===== src/design/four_ary_min_heap_sift_assert.svh =====
// ----------------------------------------------------------------------------
// Assertion macros for the four-ary min-heap sift block
// Immediate-consequence and next-cycle property wrappers with reset disable.
// ----------------------------------------------------------------------------
`ifndef FOUR_ARY_MIN_HEAP_SIFT_ASSERT_SVH
`define FOUR_ARY_MIN_HEAP_SIFT_ASSERT_SVH

`ifndef ASSERT_OFF

`define FMH_ASSERT_NOW(label, clk, rst, ante, cons) \
   label: assert property (@(posedge clk) disable iff (rst) (ante) |-> (cons)) \
      else $error("assertion failed");

`define FMH_ASSERT_NEXT(label, clk, rst, ante, cons) \
   label: assert property (@(posedge clk) disable iff (rst) (ante) |=> (cons)) \
      else $error("assertion failed");

`else

`define FMH_ASSERT_NOW(label, clk, rst, ante, cons)

`define FMH_ASSERT_NEXT(label, clk, rst, ante, cons)

`endif

`endif


===== src/design/fmh_pkg.sv =====
// ----------------------------------------------------------------------------
// fmh_pkg
// Types, constants and slot arithmetic shared by the heap sift modules.
// ----------------------------------------------------------------------------
`timescale 1ns / 1ps
`default_nettype none

package fmh_pkg;

   localparam int SLOT_W     = 8;
   localparam int CNT_W      = 9;
   localparam int KEY_W      = 64;
   localparam int HDL_W      = 16;
   localparam int LANES      = 4;
   localparam int LANE_W     = 2;
   localparam int ROW_FULL_W = SLOT_W - 1;

   localparam logic STATUS_OK    = 1'b0;
   localparam logic STATUS_RANGE = 1'b1;

   typedef enum logic [1:0] {
      FUNC_UP     = 2'd0,
      FUNC_DOWN   = 2'd1,
      FUNC_ADJUST = 2'd2,
      FUNC_WRITE  = 2'd3
   } func_type;

   typedef enum logic [2:0] {
      ST_IDLE,
      ST_LOAD,
      ST_UP_CMP,
      ST_DN_PAIR,
      ST_DN_MIN,
      ST_DN_MOVE,
      ST_PLACE,
      ST_ERROR
   } state_type;

   typedef struct packed {
      logic [HDL_W-1:0] moved_handle;
      logic [CNT_W-1:0] position;
      logic             status;
      logic             last;
   } result_type;

   typedef struct packed {
      logic              en;
      logic [LANE_W-1:0] lane;
      logic [KEY_W-1:0]  key;
      logic [HDL_W-1:0]  handle;
   } wr_type;

   // slot s sits at address s+3, so the children of any slot fill one row
   function automatic logic [ROW_FULL_W-1:0] row_of(input logic [SLOT_W-1:0] slot);
      logic [SLOT_W:0] addr;
      addr = {1'b0, slot} + (SLOT_W+1)'(LANES - 1);
      return addr[SLOT_W:LANE_W];
   endfunction

   function automatic logic [LANE_W-1:0] lane_of(input logic [SLOT_W-1:0] slot);
      return slot[LANE_W-1:0] + LANE_W'(LANES - 1);
   endfunction

   function automatic logic [SLOT_W-1:0] parent_of(input logic [SLOT_W-1:0] slot);
      logic [SLOT_W-1:0] dec;
      dec = slot - SLOT_W'(1);
      return dec >> LANE_W;
   endfunction

endpackage

`default_nettype wire


===== src/design/fmh_ctrl.sv =====
// ----------------------------------------------------------------------------
// fmh_ctrl
// Sift sequencer: reads a parent or a row of children, compares, writes
// the displaced entry back and issues one result per placement or range error.
// ----------------------------------------------------------------------------
`timescale 1ns / 1ps
`default_nettype none

module fmh_ctrl import fmh_pkg::*; #(
   parameter int DEPTH = 256,
   parameter int RW    = 7
) (
   input  logic                        clock,
   input  logic                        reset,
   input  logic                        start,
   input  func_type                    func,
   input  logic [SLOT_W-1:0]           index,
   input  logic [CNT_W-1:0]            count,
   input  logic [KEY_W-1:0]            time_req,
   input  logic [HDL_W-1:0]            handle,
   input  logic                        out_free,
   output logic                        busy,
   output logic                        rd_en,
   output logic [RW-1:0]               rd_row,
   input  logic [LANES-1:0][KEY_W-1:0] rd_key,
   input  logic [LANES-1:0][HDL_W-1:0] rd_hdl,
   output wr_type                      wr,
   output logic [RW-1:0]               wr_row,
   output logic                        emit,
   output result_type                  result
);

   localparam int                CB_W      = SLOT_W + 3;
   localparam logic [CNT_W-1:0]  DEPTH_CNT = CNT_W'(DEPTH);

   state_type          state_ff, state_in;
   func_type           func_ff;
   logic               adj_ff;
   logic [SLOT_W-1:0]  slot_ff;
   logic [CNT_W-1:0]   cnt_ff;
   logic [KEY_W-1:0]   key_ff;
   logic [HDL_W-1:0]   hdl_ff;
   logic [KEY_W-1:0]   p0_key_ff, p1_key_ff, min_key_ff;
   logic [HDL_W-1:0]   p0_hdl_ff, p1_hdl_ff, min_hdl_ff;
   logic [LANE_W-1:0]  p0_lane_ff, p1_lane_ff, min_lane_ff;
   logic               p1_ok_ff;

   logic [CNT_W-1:0]      cnt_eff;
   logic                  req_bad;
   logic [ROW_FULL_W-1:0] req_row_full, own_row_full, par_row_full, gp_row_full;
   logic [ROW_FULL_W-1:0] child_row_full, m_child_row_full;
   logic [SLOT_W-1:0]     par, m;
   logic [LANE_W-1:0]     own_lane, par_lane;
   logic [KEY_W-1:0]      par_key;
   logic [HDL_W-1:0]      par_hdl;
   logic [CB_W-1:0]       cbase, mbase, cnt_wide;
   logic [LANES-1:0]      lv;
   logic                  c_ok, m_c_ok, load_up, up_to_down, up_stop, dn_stop;
   logic                  pick1, pick3, pick_r;

   always_comb begin
      cnt_eff      = (count > DEPTH_CNT) ? DEPTH_CNT : count;
      req_bad      = ({1'b0, index} >= cnt_eff);
      req_row_full = row_of(index);
      own_row_full = row_of(slot_ff);
      own_lane     = lane_of(slot_ff);
      par          = parent_of(slot_ff);
      par_lane     = lane_of(par);
      par_row_full = row_of(par);
      gp_row_full  = row_of(parent_of(par));
      par_key      = rd_key[par_lane];
      par_hdl      = rd_hdl[par_lane];
      cnt_wide     = {2'b00, cnt_ff};
      cbase        = {1'b0, slot_ff, 2'b00} + CB_W'(1);
      c_ok         = (cbase < cnt_wide);
      child_row_full = ROW_FULL_W'({1'b0, slot_ff} + (SLOT_W+1)'(1));
      m            = SLOT_W'(cbase) + SLOT_W'(min_lane_ff);
      mbase        = {1'b0, m, 2'b00} + CB_W'(1);
      m_c_ok       = (mbase < cnt_wide);
      m_child_row_full = ROW_FULL_W'({1'b0, m} + (SLOT_W+1)'(1));
      for (int j = 0; j < LANES; j++) begin
         lv[j] = ((cbase + CB_W'(j)) < cnt_wide);
      end
      load_up    = (func_ff == FUNC_UP) || ((func_ff == FUNC_ADJUST) && (slot_ff != '0));
      up_to_down = adj_ff && (par_key < key_ff);
      up_stop    = (par_key <= key_ff);
      dn_stop    = (key_ff <= min_key_ff);
      pick1      = lv[1] && (rd_key[1] < rd_key[0]);
      pick3      = lv[3] && (rd_key[3] < rd_key[2]);
      pick_r     = p1_ok_ff && (p1_key_ff < p0_key_ff);
   end

   // next state
   always_comb begin
      state_in = state_ff;
      unique case (state_ff)
         ST_IDLE: begin
            if (start) begin
               if (req_bad) begin
                  state_in = ST_ERROR;
               end else if (func == FUNC_WRITE) begin
                  state_in = ST_PLACE;
               end else begin
                  state_in = ST_LOAD;
               end
            end
         end
         ST_LOAD: begin
            if (load_up) begin
               state_in = (slot_ff == '0) ? ST_PLACE : ST_UP_CMP;
            end else begin
               state_in = c_ok ? ST_DN_PAIR : ST_PLACE;
            end
         end
         ST_UP_CMP: begin
            priority if (up_to_down) begin
               state_in = c_ok ? ST_DN_PAIR : ST_PLACE;
            end else if (up_stop) begin
               state_in = ST_PLACE;
            end else if (out_free) begin
               state_in = (par == '0) ? ST_PLACE : ST_UP_CMP;
            end
         end
         ST_DN_PAIR: state_in = ST_DN_MIN;
         ST_DN_MIN:  state_in = ST_DN_MOVE;
         ST_DN_MOVE: begin
            priority if (dn_stop) begin
               state_in = ST_PLACE;
            end else if (out_free) begin
               state_in = m_c_ok ? ST_DN_PAIR : ST_PLACE;
            end
         end
         ST_PLACE, ST_ERROR: begin
            if (out_free) begin
               state_in = ST_IDLE;
            end
         end
         default: state_in = ST_IDLE;
      endcase
   end

   // outputs
   always_comb begin
      busy       = (state_ff != ST_IDLE);
      rd_en      = 1'b0;
      rd_row     = own_row_full[RW-1:0];
      wr.en      = 1'b0;
      wr.lane    = own_lane;
      wr.key     = key_ff;
      wr.handle  = hdl_ff;
      wr_row     = own_row_full[RW-1:0];
      emit       = 1'b0;
      result.moved_handle = hdl_ff;
      result.position     = {1'b0, slot_ff} + CNT_W'(1);
      result.status       = STATUS_OK;
      result.last         = 1'b0;
      unique case (state_ff)
         ST_IDLE: begin
            rd_en  = start && !req_bad && (func != FUNC_WRITE);
            rd_row = req_row_full[RW-1:0];
         end
         ST_LOAD: begin
            if (load_up) begin
               rd_en  = (slot_ff != '0);
               rd_row = par_row_full[RW-1:0];
            end else begin
               rd_en  = c_ok;
               rd_row = child_row_full[RW-1:0];
            end
         end
         ST_UP_CMP: begin
            priority if (up_to_down) begin
               rd_en  = c_ok;
               rd_row = child_row_full[RW-1:0];
            end else if (!up_stop && out_free) begin
               wr.en     = 1'b1;
               wr.key    = par_key;
               wr.handle = par_hdl;
               emit      = 1'b1;
               result.moved_handle = par_hdl;
               rd_en  = (par != '0);
               rd_row = gp_row_full[RW-1:0];
            end else begin
               rd_en = 1'b0;
            end
         end
         ST_DN_PAIR, ST_DN_MIN: begin
            rd_en = 1'b0;
         end
         ST_DN_MOVE: begin
            if (!dn_stop && out_free) begin
               wr.en     = 1'b1;
               wr.key    = min_key_ff;
               wr.handle = min_hdl_ff;
               emit      = 1'b1;
               result.moved_handle = min_hdl_ff;
               rd_en  = m_c_ok;
               rd_row = m_child_row_full[RW-1:0];
            end
         end
         ST_PLACE: begin
            wr.en       = out_free;
            emit        = out_free;
            result.last = 1'b1;
         end
         ST_ERROR: begin
            emit                = out_free;
            result.moved_handle = '0;
            result.position     = '0;
            result.status       = STATUS_RANGE;
            result.last         = 1'b1;
         end
         default: begin
            rd_en = 1'b0;
         end
      endcase
   end

   always_ff @(posedge clock) begin
      if (reset) begin
         state_ff <= ST_IDLE;
      end else begin
         state_ff <= state_in;
      end
   end

   always_ff @(posedge clock) begin
      unique case (state_ff)
         ST_IDLE: begin
            if (start) begin
               func_ff <= func;
               slot_ff <= index;
               cnt_ff  <= cnt_eff;
               key_ff  <= time_req;
               hdl_ff  <= handle;
            end
         end
         ST_LOAD: begin
            key_ff <= rd_key[own_lane];
            hdl_ff <= rd_hdl[own_lane];
            adj_ff <= (func_ff == FUNC_ADJUST);
         end
         ST_UP_CMP: begin
            if (!up_to_down && !up_stop && out_free) begin
               slot_ff <= par;
               adj_ff  <= 1'b0;
            end
         end
         ST_DN_PAIR: begin
            p0_key_ff  <= pick1 ? rd_key[1] : rd_key[0];
            p0_hdl_ff  <= pick1 ? rd_hdl[1] : rd_hdl[0];
            p0_lane_ff <= pick1 ? LANE_W'(1) : LANE_W'(0);
            p1_key_ff  <= pick3 ? rd_key[3] : rd_key[2];
            p1_hdl_ff  <= pick3 ? rd_hdl[3] : rd_hdl[2];
            p1_lane_ff <= pick3 ? LANE_W'(3) : LANE_W'(2);
            p1_ok_ff   <= lv[2];
         end
         ST_DN_MIN: begin
            min_key_ff  <= pick_r ? p1_key_ff : p0_key_ff;
            min_hdl_ff  <= pick_r ? p1_hdl_ff : p0_hdl_ff;
            min_lane_ff <= pick_r ? p1_lane_ff : p0_lane_ff;
         end
         ST_DN_MOVE: begin
            if (!dn_stop && out_free) begin
               slot_ff <= m;
            end
         end
         ST_PLACE, ST_ERROR: begin
            adj_ff <= 1'b0;
         end
         default: begin
            adj_ff <= 1'b0;
         end
      endcase
   end

endmodule

`default_nettype wire


===== config.mk =====
export PLATFORM = sky130hd
export DESIGN_NAME = fmh_ctrl
export DESIGN_NICKNAME = d
export VERILOG_FILES = /design/src/design/four_ary_min_heap_sift_assert.svh /design/src/design/fmh_pkg.sv /design/src/design/fmh_ctrl.sv
export SDC_FILE = /design/constraint.sdc
export NUM_CORES = 1
export LEC_CHECK = 0
export ABC_AREA = 1
export ABC_CLOCK_PERIOD_IN_PS = 17400
export BUFFER_PORTS_ARGS = -buffer_cell sky130_fd_sc_hd__buf_4
export CAP_MARGIN = 30
export CORE_UTILIZATION = 40
export DETAILED_ROUTE_END_ITERATION = 7
export PLACE_DENSITY = 0.64
export SLEW_MARGIN = 20
export SYNTH_ARGS = -nofsm -noshare
export SYNTH_HDL_FRONTEND = slang
export SYNTH_SLANG_ARGS = --single-unit

===== constraint.sdc =====
create_clock -name clock -period 17.4 [get_ports clock]
set_input_delay 2.61 -clock clock [delete_from_list [all_inputs] [get_ports clock]]
set_output_delay 2.61 -clock clock [all_outputs]
set_load 0.05 [all_outputs]

==> results list <==
- The initialized floorplan defines 103 standard-cell rows.
- Total chip power: roughly 8.6 mW
* GR met1 Demand/Resource: between 40% and 50%
- Post-DP HPWL: 103000 µm
* Area of the multi-input gates: around 19000 µm²
- By area the synthesized netlist is led by edfxtp_1 32%, nand2_1 16%, ha_1 14%.
- Boundary pin count: 550
- Detailed-router iteration count before antenna repair: 7
- In this run the power density over the cells is 223 nW/µm².
- Dividing the detail-routed via count by the number of cells gives about 5.7.
- In this run, synthesis produced a sequential element count of 348.
- The H-tree was split into 2 levels.
- After detailed routing, the total wire length is 141000 µm.
- Count of vias placed by the detailed router: 35.2k
* Setup TNS after final layout: 0 ps
- Final critical delay including setup and external delays: 12410 ps
- Summed over all cells, the static leakage comes to ~19 nW.
- CTS tree: yes
- Crit Path Max Fanout: 108
* Result of the run: complete, no violations
* Crit path DAT: 9800 ps
- Hold buffer count at CTS: 0
* Wire length of the first global-routing pass: 205000 µm
- Routed wire per std cell: ~23 µm
- Worst Skew: 17.4 ps
* Sequential cell area: 10400 µm²
- Die W: 286 µm
- The final-report max-slew violation count was 0.
- For the pin with the worst max-slew slack, the measured transition is 1280 ps.
- Per report_power, the sequential group accounts for 16.7% of the total.
- In this run the worst setup path terminates at wr[74].
- The detailed router finished its first iteration with between 4k and 5k violations.
- Most frequently used cell type in the post-synthesis netlist: nand2_1
- Largest area contributor in the synthesized netlist: edfxtp_1
- Share of final-layout standard cells stronger than drive strength 1: 14.0%
- Routability-driven placement finished with a final weighted congestion of 0.987.
* Final Hold Fails: 0
* Syn Inst Count: 4633
* Global route hottest layer: met2
- The clock network accounts for between 10 and 15% of the total power.
- Share of the clock period used by the worst path after layout: 71.3%
- Most used DFF post-synth: edfxtp_1
- The critical path is of the register to output port type.
- The initial antenna violation count was 25.
- Met2 routing resource usage after global routing: 53.1%
- Warnings from Yosys: 0
- Starting utilization of the core area: 40.6%
- Post-CTS Resized: 0
* Netlist area before placement: 32300 µm²
- After clock tree synthesis, the clock-pin slew on the worst setup and hold paths is ~60 ps.
- The internal portion of the total power is 3.58 mW.
- Crit Reg-Reg Endpoint: slot_ff[6]
- Relative slew slack: 14.4%
- For this run, asynchronously set or reset flops after synthesis account for 0%.
- Post-CTS setup buffer count: 0
* Critical path launch point: slot_ff[0]
* Count of flip-flops with a built-in enable after synthesis: 345
- VDD IR-drop max: between 0.15 and 0.2 mV
- Setup violations remaining at the end of the flow were counted as 0.
- The area growth from synthesis to layout is 19.8%.
- Most numerous cell types in the synthesized netlist: 1360 x nand2_1, 499 x inv_1, 451 x a21oi_1
- Portion of the post-synthesis area used by sequential elements: 32.2%
- Top cell type's share of synthesized area: approximately 32%
- CP required: 14790 ps
- STA classifies the critical path startpoint as a register.
* Post-route worst hold slack: 507 ps
* Root buffer selected by CTS: clkbuf_16
* Total CTS buffers: 45
* Crit. End Element: output port
* Residual overflow from global routing: 0
- Num Clock Sinks: approximately 350
* Post-Synthesis Net Count: 5409
- Net switching is between 50 and 60% of the power.
- Net switching component of the power: 5.06 mW
- Once detail routing completed, the nets flagged for antenna violations numbered 0.
* Class of the tightest hold or removal check: register to register
- Count of placed standard cells including taps: 6034
* Count of distinct cell types in the synthesized netlist: 55
- Of the total power, combinational logic draws 72.2%.
- Global routing used around 5.4% of the available met3 tracks.
- Clock latency on the worst-skew pair, taken at its later pin, is roughly 600 ps.
- Max-capacitance violation count: 0
- Post-layout net count: 5809
- Cells fill 48.7% of the core in the end.
- Via count of the first global-routing pass: 32.6k
- Height of the chip: 286 µm
- After filler insertion, the fill cell instance count of the layout stands at roughly 8.0k.
- Std-Cell Core Area: 79500 µm²
- Unrepaired setup endpoints after global routing: false
- Global routing used about a third of the available tracks.
* Remaining routing DRC violations: 0
- Synth Area per Inst: 6.97 µm²
- Entering global routing, the biggest net connects 164 pins.
- Total of buffers placed on input and output ports: 549
- No sink is reached through more buffers than the 3 on the longest clock path.
- Final standard cell count with taps included and fillers excluded: between 6k and 7k
- Worst r2r path cells: 25
* Max Fclk: 80.6 MHz
- For flop-to-flop paths, the worst setup slack is about 8000 ps.
- Die outline area: just over 80000 µm²
- Origin of the critical flop-to-flop path: slot_ff[0]
[cell type report]
cell class	instances	area share, %
multi-input cells	3535	49.2
flip-flops and latches	348	26.9
repair buffers	593	11.7
inverters	510	4.97
well taps	1050	3.39
clock buffers	56	3.04
clock inverters	24	0.643
diodes	19	0.123
[metrics by stage]
step                worst slack [ps]  area, µm²
floorplan                       5000      32300
global placement                5720      37100
detailed placement              5810      37200
CTS                             5140      38600
global route                    4610      38700
finish                          4990      38700
[state kept, by name (all words and copies together) (netlist names), 2 cells and up]
| signal | cells |
|---|---|
| key_ff | 64 |
| min_key_ff | 64 |
| p0_key_ff | 64 |
| p1_key_ff | 64 |
| hdl_ff | 16 |
| min_hdl_ff | 16 |
| p0_hdl_ff | 16 |
| p1_hdl_ff | 16 |
| cnt_ff | 9 |
| slot_ff | 8 |
| state_ff | 3 |
| func_ff | 2 |
| min_lane_ff | 2 |
[layout by cell type (no fill, tap or decap), types with 6 or more instances in the layout]
master,n
o21ai_0,441
nand3_1,217
clkinv_1,9
o21a_1,10
o32ai_1,10
clkbuf_16,45
o22ai_1,26
nor2_1,357
nor3_1,18
o221ai_1,7
inv_2,6
clkbuf_1,10
a21oi_1,450
a31oi_1,7
nand4_1,140
clkinv_2,9
xor2_1,16
buf_4,587
diode_2,19
a211oi_1,8
edfxtp_1,345
ha_1,351
nand2_1,1356
o211ai_1,38
inv_1,496
nand2_2,6
[layer usage]
layer,share of wire [%],vias to the layer above
li1,-,16500
met1,40,16300
met2,45,2054
met3,9.6,329
met4,4.6,14
met5,0.061,-
[power groups by stage]
stage	registers (mW)	logic, mW	clock network (mW)
floorplan	1.43	4.17	0
global placement	1.46	6.03	0
detailed placement	1.46	6.09	0
CTS	1.44	6.12	0.957
global route	1.46	6.77	0.986
finish	1.45	6.24	0.952
[cell families (layout without fill, tap and decap cells)]
family          after synthesis  count (layout)  share of synthesized area, %
simple gates               2132            2132                          27.3
compound gates             1031            1031                          17.0
buf+inv                     750            1183                          9.27
fa+ha+maj                   353             353                          13.7
flops                       348             348                          32.2
xor+xnor                     19              19                         0.515
other cells                   0              19                             0
[worst min-delay path by stage]
stage                       start              to  slack, ps  depth (start not counted)
finish              p0_hdl_ff[10]  min_hdl_ff[10]        510                          2
global route        p0_hdl_ff[10]  min_hdl_ff[10]        530                          2
CTS                  p0_hdl_ff[6]   min_hdl_ff[6]        510                          2
detailed placement  p0_hdl_ff[13]  min_hdl_ff[13]        500                          2
global placement    p0_hdl_ff[12]  min_hdl_ff[12]        490                          2
floorplan            p0_hdl_ff[0]   min_hdl_ff[0]        490                          2
[critical path: stages, from the launching register on]
cell and delay [ps]:
edfxtp_1 420, inv_4 720, ha_1 410, inv_2 40, nand2_1 140, nand2_4 380
inv_6 780, ha_4 390, inv_2 550, buf_4 610, o21ai_0 190, a21oi_1 160
a21oi_1 90, ha_1 350, nand2_1 70, nor2_1 220, nand4_1 130, nor2_1 200
nand2_1 80, nand2_1 140, nand2_1 190, nand2_2 180, nand3_4 290, nor2_4 540
buf_4 800, nand2_1 320, o211ai_1 240, buf_4 260
Note: power is estimated with default switching activity, not from simulation.
